### config.mk
export PLATFORM = sky130hd
export DESIGN_NAME = lpsbe_ram
export DESIGN_NICKNAME = d
export VERILOG_FILES = /design/src/hw/rtl/led_pixel_spi_bit_encoder_assert.svh /design/src/hw/rtl/lpsbe_ram.sv
export SDC_FILE = /design/constraint.sdc
export NUM_CORES = 2
export LEC_CHECK = 0
export BUFFER_PORTS_ARGS = -buffer_cell sky130_fd_sc_hd__buf_2
export CELL_PAD_IN_SITES_DETAIL_PLACEMENT = 1
export CELL_PAD_IN_SITES_GLOBAL_PLACEMENT = 2
export CORE_MARGIN = 2
export CORE_UTILIZATION = 45
export CTS_BUF_LIST = sky130_fd_sc_hd__clkbuf_4 sky130_fd_sc_hd__clkbuf_8 sky130_fd_sc_hd__clkbuf_16
export DETAILED_ROUTE_END_ITERATION = 12
export PLACE_DENSITY_LB_ADDON = 0.1
export REMOVE_ABC_BUFFERS = 1
export SLEW_MARGIN = 20
export SYNTH_ARGS = -nofsm -noshare
export SYNTH_HDL_FRONTEND = slang
export SYNTH_SLANG_ARGS = --single-unit
### constraint.sdc
create_clock -name clk -period 2.75 [get_ports clk]
set_input_delay 0.275 -clock clk [delete_from_list [all_inputs] [get_ports clk]]
set_output_delay 0.275 -clock clk [all_outputs]
set_load 0.02 [all_outputs]
### src/hw/rtl/led_pixel_spi_bit_encoder_assert.svh
// Assertion macros shared by the pixel encoder RTL.
`ifndef LED_PIXEL_SPI_BIT_ENCODER_ASSERT_SVH
`define LED_PIXEL_SPI_BIT_ENCODER_ASSERT_SVH

// Same-cycle implication, sampled on clk, off while arst_n is low.
`define LPSBE_ASSERT_NOW(lbl, ante, cons, msg) \
	lbl: assert property (@(posedge clk) disable iff (!arst_n) (ante) |-> (cons)) \
		else $error(msg);

// Next-cycle implication, sampled on clk, off while arst_n is low.
`define LPSBE_ASSERT_NEXT(lbl, ante, cons, msg) \
	lbl: assert property (@(posedge clk) disable iff (!arst_n) (ante) |=> (cons)) \
		else $error(msg);

`endif

### src/hw/rtl/lpsbe_ram.sv
// Generic single-write, single-read RAM with registered read data.
`timescale 1ns / 1ps
module lpsbe_ram #(
	parameter int DATA_W = 8,
	parameter int DEPTH  = 256
) (
	input  logic                     clk,
	input  logic                     we,
	input  logic [$clog2(DEPTH)-1:0] waddr,
	input  logic [DATA_W-1:0]        wdata,
	input  logic                     re,
	input  logic [$clog2(DEPTH)-1:0] raddr,
	output logic [DATA_W-1:0]        rdata
);

	logic [DATA_W-1:0] mem_q [DEPTH];

	always_ff @(posedge clk) begin
		if (we) begin
			mem_q[waddr] <= wdata;
		end
		if (re) begin
			rdata <= mem_q[raddr];
		end
	end

endmodule

* Yosys cells after proc, flatten, opt, wreduce, memory -nomap -nowiden
Memories as Yosys holds them, arrays and structs flattened. A register that Yosys moved wholly into a read port is not among the register bits. Cells that the tools add are included.
Operators by class: muxes and demuxes 2
Operators with widths (count):
- two-way mux 1 bit | 2
Word-level totals: bits in registers 0, RAM bits 2048, bits of input ports 27, memories 1
Memory list:
- mem_q | words 256, width 8, rd ports 1, clocked after memory_dff 1, wr ports 1, line lpsbe_ram.sv:16 | logic [DATA_W-1:0] mem_q [DEPTH];

* Longest topological paths before layout
depth in word-level cells 2, depth in mapped cells 11, gate-level depth less buffers 6

* Least setup slack after synthesis
OpenSTA, ideal clock, no wires.
kind input to register, start point input port raddr[0], end point register rdata[2] (read register of mem_q), data pin, setup time 0.269 ns, data arrival time 2.082 ns, data required time 2.481 ns, setup slack 0.399 ns, stages on the path 9, path buffers 4, path through buf_6 buf_12 buf_8 buf_2 mux4_2 a22oi_1 a21oi_1 nor4_1 nor4_2
RTL lines:
- start: declaration | line lpsbe_ram.sv:12 | input logic [$clog2(DEPTH)-1:0] raddr,
- end: declaration | line lpsbe_ram.sv:13 | output logic [DATA_W-1:0] rdata

==> impl_metrics.json <==
{
  "power_density_nw_per_um2": 704,
  "gp_congestion": 0.816,
  "cpPeakStageDelay_ps": 700,
  "cts_tree": "built",
  "vias": 40698,
  "yosys_register_bits": 2056,
  "ir_worst_vdd_mv": 0.684,
  "cts_made_buffers": 212,
  "avgSynthCellArea_um2": 21.3,
  "hold_viol_final": 0,
  "hold_path_class": "in2reg",
  "cts_buffer_depth": 3,
  "crit_top_cell": "nor4_1",
  "cp_slowest_cell": "nor4_1",
  "grt_pass1_vias": 43375,
  "leakagePower_nw": 30.5,
  "end_kind": "flip-flop",
  "clock_sinks": 2056,
  "p_int_mw": 52.0,
  "whs_ps": 43.0,
  "htree_levels": 4,
  "syn-instance-count": 3733,
  "antenna_found_initial": 17,
  "worst_ep_arrival_time_ps": 3320,
  "path_class": "reg2reg",
  "p_sw_mw": 14.2,
  "required_ps": 3370,
  "track_usage_pct": 25.0,
  "relSlewSlack_pct": 38.7,
  "async_flop_share_pct": 0,
  "fmax_ghz": 0.370,
  "synth_flop_cell": "edfxtp_1",
  "grt-ovfl-total": 0,
  "die-height_um": 425,
  "start_kind": "flip-flop",
  "crit_path_max_fanout": 1,
  "num_rows": 154,
  "synth_cell_type_count": 54,
  "path_cells": "mux4_1 -> a22oi_1 -> a31oi_1 -> nor4_1 -> buf_4 -> nor4_1",
  "ys_warn_count": 0,
  "ant_nets": 0,
  "slew_viol_final": 0,
  "period_share_pct": 98.2,
  "place_hpwl_um": 147000,
  "grt_pass1_wl_um": 320000,
  "rsz0062_at_grt": "no",
  "drt_iter0_markers": 4183,
  "reg2reg_slack_ps": 50,
  "cts_root_buf": "clkbuf_16",
  "critical-path-top-delay-family": "simple AND/OR/NAND/NOR gates",
  "setup_viol": 0,
  "worst_slew_pin_slew_ps": 920,
  "skew_ps": 31.9,
  "fillers": 15280,
  "fin_crit_ps": 2700,
  "areaGrowthSynthToFinish_pct": 18.1,
  "drt_first_pass_iters": 5,
  "start_util_pct": 45.3,
  "drive_above_1_share_pct": 32.9,
  "syn_area_um2": 79600,
  "viasPerCell": 5.87,
  "fin_tns_setup_ps": 0,
  "core-area_um2": 176000,
  "grt_max_degree": 97,
  "dieArea_um2": 180000,
  "critPathBufInv": 1,
  "pwr-share-clk_pct": 42.2,
  "cap_violations": 0,
  "die_x_um": 425,
  "outcome": "completed",
  "routed_wl_um": 222000,
  "synth_edf_count": 2056,
  "io_buffers": 34,
  "seqPwrFrac_pct": 52.3,
  "clkTransAtPathRegs_ps": 70,
  "drc": 0,
  "insertion_delay_ps": 860,
  "wire_per_inst_um": 32.0,
  "post_cts_buffers": 0,
  "synth-seq-area-share_pct": 77.5,
  "pwr-share-comb_pct": 5.6,
  "sw_frac_of_total_pct": 21.4,
  "pin_count": 35,
  "layout.nets": 4433
}
==> per-layer routing <==
metal  vias to the layer above  GRT usage [%]  part of all wire [%]  wire length (um)
met2                      1307           41.1                    50            110000
met3                       286           4.12                   6.2             13800
met1                     22024           34.9                    42             93200
li1                      17073              -                     -                 -
met4                         8           6.35                   2.2              4790
met5                         -              0                 0.021                46
==> sequential cells by signal, indices dropped and copies added (netlist names) <==
register and cells:
mem_q 2048, rdata 8
==> through the flow <==
step	instance area [um^2]	util (%)	setup slack, ps	instances	power [mW]
floorplan	78200	-	-18.1	3500	36.5
global placement	87200	49.6	-995	6527	38.9
detailed placement	87200	49.6	-1020	6527	39.0
CTS	94000	53.4	-20.1	6925	66.8
global route	94000	53.5	9.99	6926	68.0
finish	94000	53.5	50.7	6928	66.2
==> layout make-up <==
| type | count | area [um^2] | area share (%) |
|---|---|---|---|
| clock inverter | 130 | 1030 | 1.10 |
| multi-input combinational | 1442 | 16500 | 17.6 |
| inverter | 2 | 7.51 | 0.00798 |
| timing repair buffer | 692 | 6070 | 6.45 |
| tap | 2340 | 2930 | 3.11 |
| antenna | 3 | 7.51 | 0.00798 |
| sequential | 2056 | 61700 | 65.7 |
| clock buffer | 263 | 5720 | 6.09 |
==> cells in the final DEF, fill, tap and decap left out, drive strengths merged, types with 2 or more instances in the layout <==
| cell | n |
|---|---|
| nand3 | 34 |
| clkinvlp | 2 |
| mux2i | 134 |
| clkinv | 108 |
| o211ai | 10 |
| and3b | 2 |
| and2 | 6 |
| clkbuf | 271 |
| buf | 679 |
| bufinv | 14 |
| a21oi | 96 |
| o32ai | 5 |
| nand2b | 8 |
| nor2 | 282 |
| nor4 | 27 |
| edfxtp | 2056 |
| mux4 | 456 |
| a31oi | 2 |
| a22o | 8 |
| dlygate4sd3 | 5 |
| o22ai | 28 |
| nand3b | 2 |
| a221oi | 14 |
| nor2b | 31 |
| nand2 | 33 |
| a22oi | 133 |
| a2111oi | 5 |
| nor3 | 22 |
| diode | 3 |
| o21ai | 12 |
| or2 | 4 |
| a311oi | 2 |
| inv | 8 |
| a211oi | 16 |
| o221ai | 47 |
| nand4 | 10 |
| o22a | 5 |
==> logic make-up (layout without fill, tap and decap cells) <==
group / Yosys count / after routing / share of synthesized area, %
buffers and inverters: 235 / 1087 / 1.83
other: 0 / 3 / 0
AND/OR/NAND/NOR: 466 / 466 / 2.63
AO/OA/AOI/OAI: 385 / 385 / 3.42
flip-flops: 2056 / 2056 / 77.5
multiplexers: 591 / 591 / 14.6
==> final timing paths <==
kind                                     from  depth (start not counted)             to
worst min-delay path                 wdata[5]                          1  mem_q[243][5]
worst max register to register  mem_q[181][5]                          6       rdata[5]
worst min register to register   mem_q[21][6]                          7       rdata[6]
worst max-delay path            mem_q[181][5]                          6       rdata[5]
==> power by group through the flow <==
| stage | sequential [mW] | clock [mW] | combinational, mW |
|---|---|---|---|
| after floorplan | 35.3 | 0 | 1.21 |
| after global placement | 35.3 | 0 | 3.63 |
| after detailed placement | 35.3 | 0 | 3.72 |
| after CTS | 34.6 | 28.4 | 3.74 |
| after global routing | 34.6 | 29.5 | 3.90 |
| final | 34.6 | 27.9 | 3.68 |
==> synthesized netlist by cell type, types with 10 or more instances <==
master,count,area share (%)
edfxtp_1,2056,78
mux4_2,454,13
nor2_1,282,1.3
mux2i_1,134,1.7
a22oi_1,133,1.3
clkbuf_1,111,0.52
a21oi_1,96,0.60
o221ai_1,46,0.51
nand3_1,34,0.21
nand2_1,33,0.16
buf_2,31,0.19
nor2b_1,31,0.24
o22ai_1,28,0.22
buf_4,27,0.25
nor4_1,24,0.19
buf_1,22,0.10
nor3_1,22,0.14
buf_6,21,0.30
a211oi_1,16,0.15
a221oi_1,13,0.14
buf_8,13,0.25
nand4_1,10,0.079
o211ai_1,10,0.094
o21ai_0,10,0.063
==> timing repair <==
action                                 CTS  global route
setup endpoints to repair                5             1
cloned                                   0             0
pin swaps                                0             1
gates resized for setup                  7             1
hold buffers                             5             0
endpoints found under the hold margin   95             0
Note: power is estimated with default switching activity, not from simulation.
